### src/rtl/sha_pkg.sv
// SHA-256 hasher package: item types, round constants, initial hash values.
// Used by every module of the hasher; no dependencies.
package sha_pkg;

    localparam int QUEUE_DEPTH = 4;

    typedef struct packed {
        logic       cmd;
        logic [7:0] data_byte;
    } t_in_item;

    typedef struct packed {
        logic [31:0] digest_word;
        logic [2:0]  word_index;
        logic        last_word;
    } t_out_item;

    localparam logic CMD_ABSORB = 1'b0;
    localparam logic CMD_FINISH = 1'b1;

    localparam logic [7:0] PAD_BYTE = 8'h80;

    function automatic logic [31:0] init_word(input logic [2:0] idx);
        logic [31:0] v;
        case (idx)
            3'd0: v = 32'h6a09e667;
            3'd1: v = 32'hbb67ae85;
            3'd2: v = 32'h3c6ef372;
            3'd3: v = 32'ha54ff53a;
            3'd4: v = 32'h510e527f;
            3'd5: v = 32'h9b05688c;
            3'd6: v = 32'h1f83d9ab;
            default: v = 32'h5be0cd19;
        endcase
        return v;
    endfunction

    function automatic logic [31:0] kround(input logic [5:0] idx);
        logic [31:0] k [64];
        k = '{
            32'h428a2f98, 32'h71374491, 32'hb5c0fbcf, 32'he9b5dba5, 32'h3956c25b,
            32'h59f111f1, 32'h923f82a4, 32'hab1c5ed5, 32'hd807aa98, 32'h12835b01,
            32'h243185be, 32'h550c7dc3, 32'h72be5d74, 32'h80deb1fe, 32'h9bdc06a7,
            32'hc19bf174, 32'he49b69c1, 32'hefbe4786, 32'h0fc19dc6, 32'h240ca1cc,
            32'h2de92c6f, 32'h4a7484aa, 32'h5cb0a9dc, 32'h76f988da, 32'h983e5152,
            32'ha831c66d, 32'hb00327c8, 32'hbf597fc7, 32'hc6e00bf3, 32'hd5a79147,
            32'h06ca6351, 32'h14292967, 32'h27b70a85, 32'h2e1b2138, 32'h4d2c6dfc,
            32'h53380d13, 32'h650a7354, 32'h766a0abb, 32'h81c2c92e, 32'h92722c85,
            32'ha2bfe8a1, 32'ha81a664b, 32'hc24b8b70, 32'hc76c51a3, 32'hd192e819,
            32'hd6990624, 32'hf40e3585, 32'h106aa070, 32'h19a4c116, 32'h1e376c08,
            32'h2748774c, 32'h34b0bcb5, 32'h391c0cb3, 32'h4ed8aa4a, 32'h5b9cca4f,
            32'h682e6ff3, 32'h748f82ee, 32'h78a5636f, 32'h84c87814, 32'h8cc70208,
            32'h90befffa, 32'ha4506ceb, 32'hbef9a3f7, 32'hc67178f2};
        return k[idx];
    endfunction

endpackage

### src/rtl/sha_queue.sv
// Short item queue between front and back of the SHA-256 hasher.
// Depends on sha_pkg.
module sha_queue #(
    parameter int DEPTH = sha_pkg::QUEUE_DEPTH
) (
    input  logic              i_clk,
    input  logic              i_rst_n,
    input  logic              i_valid,
    output logic              o_ready,
    input  sha_pkg::t_in_item i_item,
    output logic              o_valid,
    input  logic              i_ready,
    output sha_pkg::t_in_item o_item
);
    localparam int AW = (DEPTH > 1) ? $clog2(DEPTH) : 1;

    sha_pkg::t_in_item r_mem [DEPTH];
    logic [AW-1:0] r_wp, r_rp;
    logic [AW:0]   r_cnt;
    logic wr, rd;

    assign o_ready = (r_cnt != (AW+1)'(DEPTH));
    assign o_valid = (r_cnt != '0);
    assign o_item  = r_mem[r_rp];
    assign wr = i_valid && o_ready;
    assign rd = o_valid && i_ready;

    always_ff @(posedge i_clk) begin
        if (wr) begin
            r_mem[r_wp] <= i_item;
        end
    end

    always_ff @(posedge i_clk) begin
        if (!i_rst_n) begin
            r_wp  <= '0;
            r_rp  <= '0;
            r_cnt <= '0;
        end else begin
            if (wr) begin
                r_wp <= (r_wp == AW'(DEPTH-1)) ? '0 : r_wp + 1'b1;
            end
            if (rd) begin
                r_rp <= (r_rp == AW'(DEPTH-1)) ? '0 : r_rp + 1'b1;
            end
            case ({wr, rd})
                2'b10:   r_cnt <= r_cnt + 1'b1;
                2'b01:   r_cnt <= r_cnt - 1'b1;
                default: r_cnt <= r_cnt;
            endcase
        end
    end
endmodule

### src/rtl/sha_core.sv
// SHA-256 back end: block buffer, padding sequencer, one round per cycle,
// digest output register. Depends on sha_pkg.
module sha_core (
    input  logic               i_clk,
    input  logic               i_rst_n,
    input  logic               i_valid,
    output logic               o_ready,
    input  sha_pkg::t_in_item  i_item,
    output logic               o_valid,
    input  logic               i_ready,
    output sha_pkg::t_out_item o_item
);
    typedef enum logic [5:0] {
        ST_IDLE  = 6'b000001,
        ST_PAD   = 6'b000010,
        ST_ROUND = 6'b000100,
        ST_ADD   = 6'b001000,
        ST_EMIT  = 6'b010000,
        ST_CLEAR = 6'b100000
    } t_state;

    t_state r_state, n_state;
    logic [31:0] r_h [8];
    logic [31:0] r_v [8];
    logic [31:0] r_w [16];
    logic [5:0]  r_fill;
    logic [60:0] r_len;
    logic [5:0]  r_rnd;
    logic        r_final;
    logic        r_spill;
    logic [2:0]  r_oidx;
    logic        r_ovalid;
    sha_pkg::t_out_item r_oitem;

    logic [31:0] w_word, t1, t2, s0, s1, wnext, e, a;
    logic [7:0]  pad_byte;
    logic [63:0] bits;

    function automatic logic [31:0] ror(input logic [31:0] x, input int n);
        return (x >> n) | (x << (32 - n));
    endfunction

    assign bits = {r_len, 3'b000};
    // byte written while padding: zeros, then length bytes in the last eight
    // of the block that carries the length
    always_comb begin
        if (r_fill >= 6'd56 && !r_spill) begin
            pad_byte = bits[8*(7 - r_fill[2:0]) +: 8];
        end else begin
            pad_byte = 8'h00;
        end
    end

    assign w_word = r_w[0];
    assign e  = r_v[4];
    assign a  = r_v[0];
    assign t1 = r_v[7] + (ror(e, 6) ^ ror(e, 11) ^ ror(e, 25))
              + ((e & r_v[5]) ^ (~e & r_v[6])) + sha_pkg::kround(r_rnd) + w_word;
    assign t2 = (ror(a, 2) ^ ror(a, 13) ^ ror(a, 22))
              + ((a & r_v[1]) ^ (a & r_v[2]) ^ (r_v[1] & r_v[2]));
    assign s0 = ror(r_w[1], 7) ^ ror(r_w[1], 18) ^ (r_w[1] >> 3);
    assign s1 = ror(r_w[14], 17) ^ ror(r_w[14], 19) ^ (r_w[14] >> 10);
    assign wnext = r_w[0] + s0 + r_w[9] + s1;

    assign o_ready = (r_state == ST_IDLE);
    assign o_valid = r_ovalid;
    assign o_item  = r_oitem;

    always_comb begin
        n_state = r_state;
        case (r_state)
            ST_IDLE: begin
                if (i_valid) begin
                    if (i_item.cmd == sha_pkg::CMD_FINISH) begin
                        n_state = (r_fill == 6'd63) ? ST_ROUND : ST_PAD;
                    end else if (r_fill == 6'd63) begin
                        n_state = ST_ROUND;
                    end
                end
            end
            ST_PAD:   n_state = (r_fill == 6'd63) ? ST_ROUND : ST_PAD;
            ST_ROUND: n_state = (r_rnd == 6'd63) ? ST_ADD : ST_ROUND;
            ST_ADD: begin
                if (!r_final) begin
                    n_state = ST_IDLE;
                end else if (r_spill) begin
                    n_state = ST_PAD;
                end else begin
                    n_state = ST_EMIT;
                end
            end
            ST_EMIT:  n_state = (r_oidx == 3'd7 && !r_ovalid) ? ST_CLEAR : ST_EMIT;
            ST_CLEAR: n_state = ST_IDLE;
            default:  n_state = ST_IDLE;
        endcase
    end

    // shift one byte into the schedule window
    task automatic push_byte(input logic [7:0] b);
        r_w[r_fill[5:2]] <= {r_w[r_fill[5:2]][23:0], b};
    endtask

    always_ff @(posedge i_clk) begin
        if (!i_rst_n) begin
            r_state  <= ST_IDLE;
            r_fill   <= '0;
            r_len    <= '0;
            r_rnd    <= '0;
            r_final  <= 1'b0;
            r_spill  <= 1'b0;
            r_oidx   <= '0;
            r_ovalid <= 1'b0;
            for (int i = 0; i < 8; i++) begin
                r_h[i] <= sha_pkg::init_word(3'(i));
            end
        end else begin
            r_state <= n_state;
            if (r_ovalid && i_ready) begin
                r_ovalid <= 1'b0;
            end
            case (r_state)
                ST_IDLE: begin
                    if (i_valid) begin
                        if (i_item.cmd == sha_pkg::CMD_FINISH) begin
                            push_byte(sha_pkg::PAD_BYTE);
                            r_final <= 1'b1;
                            r_fill  <= r_fill + 1'b1;
                            // a full second block is needed past 55 pending bytes
                            r_spill <= (r_fill >= 6'd56);
                            if (r_fill == 6'd63) begin
                                r_rnd <= '0;
                                for (int i = 0; i < 8; i++) r_v[i] <= r_h[i];
                            end
                        end else begin
                            push_byte(i_item.data_byte);
                            r_fill <= r_fill + 1'b1;
                            r_len  <= r_len + 1'b1;
                            if (r_fill == 6'd63) begin
                                r_rnd <= '0;
                                for (int i = 0; i < 8; i++) r_v[i] <= r_h[i];
                            end
                        end
                    end
                end
                ST_PAD: begin
                    push_byte(pad_byte);
                    r_fill <= r_fill + 1'b1;
                    if (r_fill == 6'd63) begin
                        r_rnd <= '0;
                        for (int i = 0; i < 8; i++) r_v[i] <= r_h[i];
                    end
                end
                ST_ROUND: begin
                    for (int i = 0; i < 15; i++) r_w[i] <= r_w[i+1];
                    r_w[15] <= wnext;
                    r_v[7] <= r_v[6];
                    r_v[6] <= r_v[5];
                    r_v[5] <= e;
                    r_v[4] <= r_v[3] + t1;
                    r_v[3] <= r_v[2];
                    r_v[2] <= r_v[1];
                    r_v[1] <= a;
                    r_v[0] <= t1 + t2;
                    r_rnd  <= r_rnd + 1'b1;
                end
                ST_ADD: begin
                    for (int i = 0; i < 8; i++) r_h[i] <= r_h[i] + r_v[i];
                    r_oidx <= '0;
                    // after a spilled pad the next block carries the length
                    if (r_final) begin
                        r_spill <= 1'b0;
                    end
                end
                ST_EMIT: begin
                    if (!r_ovalid) begin
                        r_ovalid <= 1'b1;
                        r_oitem.digest_word <= r_h[r_oidx];
                        r_oitem.word_index  <= r_oidx;
                        r_oitem.last_word   <= (r_oidx == 3'd7);
                        if (r_oidx != 3'd7) r_oidx <= r_oidx + 1'b1;
                    end
                end
                ST_CLEAR: begin
                    for (int i = 0; i < 8; i++) r_h[i] <= sha_pkg::init_word(3'(i));
                    r_fill  <= '0;
                    r_len   <= '0;
                    r_final <= 1'b0;
                    r_spill <= 1'b0;
                end
                default: ;
            endcase
        end
    end
endmodule

### src/rtl/sha256_stream_hasher_top.sv
// SHA-256 stream hasher, top level: front queue and compression back end.
// Depends on sha_pkg, sha_queue, sha_core.
//
// Usage: drive one item per handshake on the input channel (i_valid/o_ready).
// cmd absorb adds data_byte to the message; cmd finish pads the message,
// runs the last block(s) and returns eight digest items on the output channel
// (o_valid/i_ready), word 0 first, last_word set on word 7.
// Throughput: the core takes one absorb item per cycle until a block fills;
// each full block is then compressed in 64 rounds and the final additions,
// and the core takes no items until that is done.
// The queue registers each item before the core sees it. A finish runs the
// padding bytes and one or two compressions before the first digest item
// appears; the core loads each further digest item only once the one before
// has been taken, and afterwards restores the hash state. The queue keeps
// accepting items meanwhile until it is full.
// Reset (synchronous, active low) returns the hash words, counters and
// queue to their initial state. A stalled receiver holds the digest item in
// the output register; the core waits and the queue fills behind it.
// After the last digest word the core restores the initial hash state.
module sha256_stream_hasher_top #(
    parameter int QUEUE_DEPTH = sha_pkg::QUEUE_DEPTH
) (
    input  logic               i_clk,
    input  logic               i_rst_n,
    input  logic               i_valid,
    output logic               o_ready,
    input  sha_pkg::t_in_item  i_item,
    output logic               o_valid,
    input  logic               i_ready,
    output sha_pkg::t_out_item o_item
);
    logic              q_valid, q_ready;
    sha_pkg::t_in_item q_item;

    // hold incoming items while the core compresses
    sha_queue #(.DEPTH(QUEUE_DEPTH)) u_queue (
        .i_clk, .i_rst_n,
        .i_valid, .o_ready, .i_item,
        .o_valid(q_valid), .i_ready(q_ready), .o_item(q_item)
    );

    sha_core u_core (
        .i_clk, .i_rst_n,
        .i_valid(q_valid), .o_ready(q_ready), .i_item(q_item),
        .o_valid, .i_ready, .o_item
    );

    // digest words leave in order
    a_order: assert property (@(posedge i_clk) disable iff (!i_rst_n)
        o_valid && i_ready && !o_item.last_word |=>
            !o_valid || o_item.word_index == $past(o_item.word_index) + 3'd1)
        else $error("digest word order broken");

    a_last: assert property (@(posedge i_clk) disable iff (!i_rst_n)
        o_valid |-> (o_item.last_word == (o_item.word_index == 3'd7)))
        else $error("last_word flag mismatch");
endmodule
### config.mk
export PLATFORM = sky130hd
export DESIGN_NAME = sha256_stream_hasher_top
export DESIGN_NICKNAME = d
export VERILOG_FILES = /design/src/rtl/sha_pkg.sv /design/src/rtl/sha_queue.sv /design/src/rtl/sha_core.sv /design/src/rtl/sha256_stream_hasher_top.sv
export SDC_FILE = /design/constraint.sdc
export NUM_CORES = 2
export LEC_CHECK = 0
export BUFFER_PORTS_ARGS = -buffer_cell sky130_fd_sc_hd__buf_2
export CAP_MARGIN = 15
export CORE_MARGIN = 3
export CORE_UTILIZATION = 65
export DETAILED_ROUTE_END_ITERATION = 16
export PLACE_DENSITY = 0.87
export SYNTH_ARGS = -nofsm -noshare
export SYNTH_HDL_FRONTEND = slang
export SYNTH_SLANG_ARGS = --single-unit
### constraint.sdc
create_clock -name i_clk -period 31.1 [get_ports i_clk]
set_input_delay 6.22 -clock i_clk [delete_from_list [all_inputs] [get_ports i_clk]]
set_output_delay 6.22 -clock i_clk [all_outputs]
set_load 0.1 [all_outputs]
======== After elaboration in Yosys (flattened, before gate mapping) ========
Memory sizes are Yosys's and may differ from the RTL's. A register that Yosys moved wholly into a read port is not among the register bits.
Index checks and enable logic that the tools add are counted.
storage, ports and cells
  memory bits (writable) .................. 548
  input port bits ......................... 13
  bits in registers ....................... 608
  memories ................................ 4
  memory bits (read-only) ................. 2,048
operators by class
  multiplexer cells ....................... 139
  reduce and logical (&&, ||, !) cells .... 24
  equal/unequal tests ..................... 22
  bitwise operators ....................... 70
  magnitude comparators ................... 4
  shift operators ......................... 1
  add/subtract/negate cells ............... 27
memories
  memory           depth  width  rd ports  clocked after memory_dff  wr ports  line             text
  (no name shown)  64     32     1         0                         0         sha_pkg.sv:54    return k[idx];
  u_core.r_h       8      32     9         1                         8         sha_core.sv:23   logic [31:0] r_h [8];
  u_core.r_v       8      32     8         0                         8         sha_core.sv:24   logic [31:0] r_v [8];
  u_queue.r_mem    4      9      1         1                         1         sha_queue.sv:17  sha_pkg::t_in_item r_mem [DEPTH];
operator list
  cell                                                              number
  32-bit two-way mux                                                67
  512-bit bitwise mux                                               3
  512-bit case mux with 3 select lines                              1
  512-bit two-way mux                                               2
  32-bit adder                                                      18
  32-bit XOR                                                        9
  32-bit AND                                                        5
  32-bit binary-select mux with 4-bit select                        1
  32-bit demux with 4-bit select                                    1
  61-bit two-way mux                                                2
  61-bit case mux with 2 select lines                               1
  64-bit by 33-bit variable part select with 8-bit output           1
  61-bit by 1-bit adder with 61-bit output (second input constant)  1
  24-bit two-way mux                                                2
  6-bit two-way mux                                                 8
  1-bit OR                                                          40
  6-bit case mux with 3 select lines                                2
  1-bit two-way mux                                                 34
  32-bit NOT                                                        1
  10-bit by 32-bit OR with 32-bit output                            1
  13-bit by 32-bit OR with 32-bit output                            1
  14-bit by 32-bit OR with 32-bit output                            1
  15-bit by 32-bit OR with 32-bit output                            1
  19-bit by 32-bit OR with 32-bit output                            1
  48 further kinds                                                  83

======== Logic depth before layout (Yosys ltp) ========
  word-level depth ........................ 10
  gate-level depth with buffers ........... 43
  gate-level depth less buffers ........... 40

======== Hierarchy ========
Synthesis repeated with hierarchy kept, for this count alone.
second synthesis, totals
  cells, all modules ...................... 8,414
  area, all modules ....................... 85,104.1 um^2
by module, submodules not included
  module     cells each  times used  sequential area each (um^2)  area an instance (um^2)
  sha_core   8,311       1           32,250.9                     83,307.4
  sha_queue  103         1           1,261.2                      1,796.7

======== Least setup slack after synthesis ========
OpenSTA, ideal clock, no wires.
  kind .................................... input to register
  start ................................... in i_rst_n
  end ..................................... reg with a tool-made name
  stages .................................. 4
  slack ................................... 15,775 ps
  buffers on the path ..................... 1
  data arrival time ....................... 14,988 ps
  setup time .............................. 337 ps
  cells stage by stage .................... clkbuf_1 -> o21ai_1 -> inv_1 -> o31a_1
RTL lines
  what                line                            text
  start: declaration  sha256_stream_hasher_top.sv:24  input logic i_rst_n,

==> flow_metrics.py <==
metrics = {
    "cells_and_area": {
        "layout-drive-gt1-share_pct": 10.8,
        "num-nets-final": 8813,
        "final_common_cell": "nand2_1",
        "final_cell_mix": "nand2_1, edfxtp_1, nor2_1",
        "synthToLayoutAreaGrowth_pct": 6.63,
        "final_cell_count_no_fill": 10000,
    },
    "grt": {
        "grt_pass1_wl_um": 430000,
        "antenna_found_initial": 12,
        "grt_overflow": 0,
        "grt_usage_pct": 42.1,
        "grt_pass1_vias": 68600,
        "grt_max_degree": 236,
    },
    "clock_tree": {
        "postCtsHoldBufs": 0,
        "clkSinkCount": 1190,
        "cts_made_buffers": 136,
        "cts-resized-gates": 0,
        "clk_transition_reported_paths_ns": 0.06,
        "postCtsSetupRepairBufs": 0,
        "cts_tree": "built",
        "cts-root-buf": "clkbuf_16",
        "cts_max_level": 4,
        "cts_buffer_depth": 3,
        "clock_latency_ns": 0.80,
    },
    "setup_path": {
        "crit_path_start": "u_core.r_rnd[0]",
        "cp.required_ns": 31.58,
        "end_kind": "register",
        "critPathKind": "register to register",
        "cp_common_cell": "fa_1",
        "crit_fanout": 29,
        "cp_slowest_stage_delay_ns": 0.82,
        "reg2reg_from": "u_core.r_rnd[0]",
        "ff2ff_setup_slack_ns": 20.62,
        "cp_slowest_cell": "o311ai_0",
        "start_kind": "register",
        "arrival_ns": 10.96,
    },
    "synth": {
        "synth_top_area_share_pct": 34.5,
        "synthesis.area_sq_um": 84300,
        "syn_nets": 9102,
        "ys.flop_type": "edfxtp_1",
        "ys_seq_elements": 1190,
        "synthCells": 8491,
        "avgSynthCellArea_sq_um": 9.93,
        "yosys_warnings": 0,
        "synthTopCellsByArea": "edfxtp_1, ha_1, mux4_2",
        "yosysUniqueCellTypes": 94,
        "yosysSeqAreaShare_pct": 39.7,
        "synth_edf_count": 968,
        "async_flop_share_pct": 0,
        "netlist.top_cell.by_area": "edfxtp_1",
    },
    "placement": {
        "gp_congestion": 1.05,
        "portBuffers": 50,
        "dp_hpwl_um": 203000,
        "dp.cells": 9791,
    },
    "sta": {
        "totalNegativeSetupSlack_ns": 0,
        "relSlewSlack_pct": 14.1,
        "skew_ns": 0.0381,
        "worstMarginPinSlew_ns": 1.28,
        "rsz0062_at_grt": "no",
        "fin_crit_ns": 10.48,
        "setup_viol": 0,
        "drv_slew": 0,
        "max_freq_mhz": 95.4,
        "hold_viol_final": 0,
        "timing.final.crit_share_pct": 33.7,
    },
    "outcome": {
        "outcome": "finished, final reports clean",
    },
    "drt": {
        "routed_wl_um": 288000,
        "vias": 70900,
        "ant_nets": 0,
        "routed_via_density": 7.06,
        "routedWlPerCell_um": 28.7,
        "drt_iter0_drc": 11100,
        "firstDrtPassIters": 12,
        "drc": 0,
    },
    "pwr": {
        "p_total_w": 0.00970,
        "pwr_density_cell_nw_per_um2": 108,
        "ir_drop_mv": 0.118,
        "p_leak_nw": 32.4,
    },
    "worst_hold_path": {
        "holdCritPathClass": "register to register",
        "min_from": "u_core.r_h[5][4]",
    },
    "die": {
        "die-area_sq_um": 134000,
        "ios": 51,
        "rows": 131,
        "fp.dieW_um": 366,
        "core-area_sq_um": 128000,
        "start_util_pct": 65.8,
        "die_h_um": 366,
    },
    "run": {
        "cap_violations": 0,
    },
}
routing by layer:
layer | vias to the layer above | wire [um] | GRT usage, %
met3 | 1379 | 33600 | 9.28
met4 | 12 | 26700 | 31.5
met5 | - | 76 | 0
met2 | 5278 | 128000 | 64.7
met1 | 33900 | 100000 | 52.3
li1 | 30400 | - | -
logic make-up (layout without fill, tap and decap cells):
group	after synthesis	after routing	share of synthesized area, %
simple gates	2503	2503	12.8
buf+inv	857	674	3.86
fa+ha+maj	625	625	10.9
compound gates	2075	2075	15.3
flops	1190	1190	39.7
mux	632	632	11.0
xor+xnor	609	609	6.32
other cells	0	4	0
stage by stage:
step	cell area [sq um]	setup WS [ns]	util (%)	hold WS [ns]
6_report	89900	20.62	70.2	0.492
5_1_grt	89900	19.93	70.2	0.501
4_1_cts	89900	20.68	70.1	0.488
3_5_place_dp	85500	20.76	66.7	0.480
3_3_place_gp	85500	20.79	66.7	0.469
2_1_floorplan	84300	15.78	-	0.435
worst max-delay path, delay by kind of cell, from the launching register on:
family | cells | cell delay [ns]
AOI/OAI and AO/OA | 17 | 4.61
xor gates and xnor gates | 2 | 0.39
adders and majority gates | 7 | 3.03
buffers and inverters | 3 | 0.66
DFF | 1 | 0.33
and+or+nand+nor | 6 | 1.15
path summary, 6_finish.rpt:
path                            depth (start not counted)                 to
worst max-delay path                                   35  u_core.r_v[0][30]
worst min-delay path                                    2   u_core.r_h[5][4]
worst max register to register                         35  u_core.r_v[0][30]
worst min register to register                          2   u_core.r_h[5][4]
power breakdown:
| group | internal (W) | switching [W] | total, W |
|---|---|---|---|
| clock | 0.000908 | 0.000704 | 0.00161 |
| combinational | 0.00218 | 0.00346 | 0.00565 |
| sequential | 0.00211 | 0.000330 | 0.00244 |
| total | 0.00520 | 0.00450 | 0.00970 |
synth_stat cells (27+ instances only):
library cell  count
maj3_1           27
o21bai_1         50
and3_1           51
ha_1            402
or3_1            40
o21ai_0         572
mux2_2          235
nor2b_1          71
xnor2_1         385
clkbuf_1        499
edfxtp_1        968
xor2_1          224
inv_1           273
buf_1            70
dfxtp_1         222
a211oi_1         65
a21o_1          142
nand3_1         160
mux2i_1         186
fa_1            196
a22oi_1         105
a31oi_1         280
o21a_1           62
nand2b_1         69
mux4_2          211
nor2_1          630
a21oi_1         450
o211ai_1        119
nor3_1           87
nand2_1        1246
layout make-up:
class	count	area, sq um
tap	1729	2160
clock inverter	68	721
inverter	278	1050
antenna	4	10.0
multi-input combinational	6444	47800
fill	9137	38200
sequential	1190	33500
clock buffer	176	3630
timing repair buffer	152	1060
No activity file was read; power rests on OpenSTA's default activity.
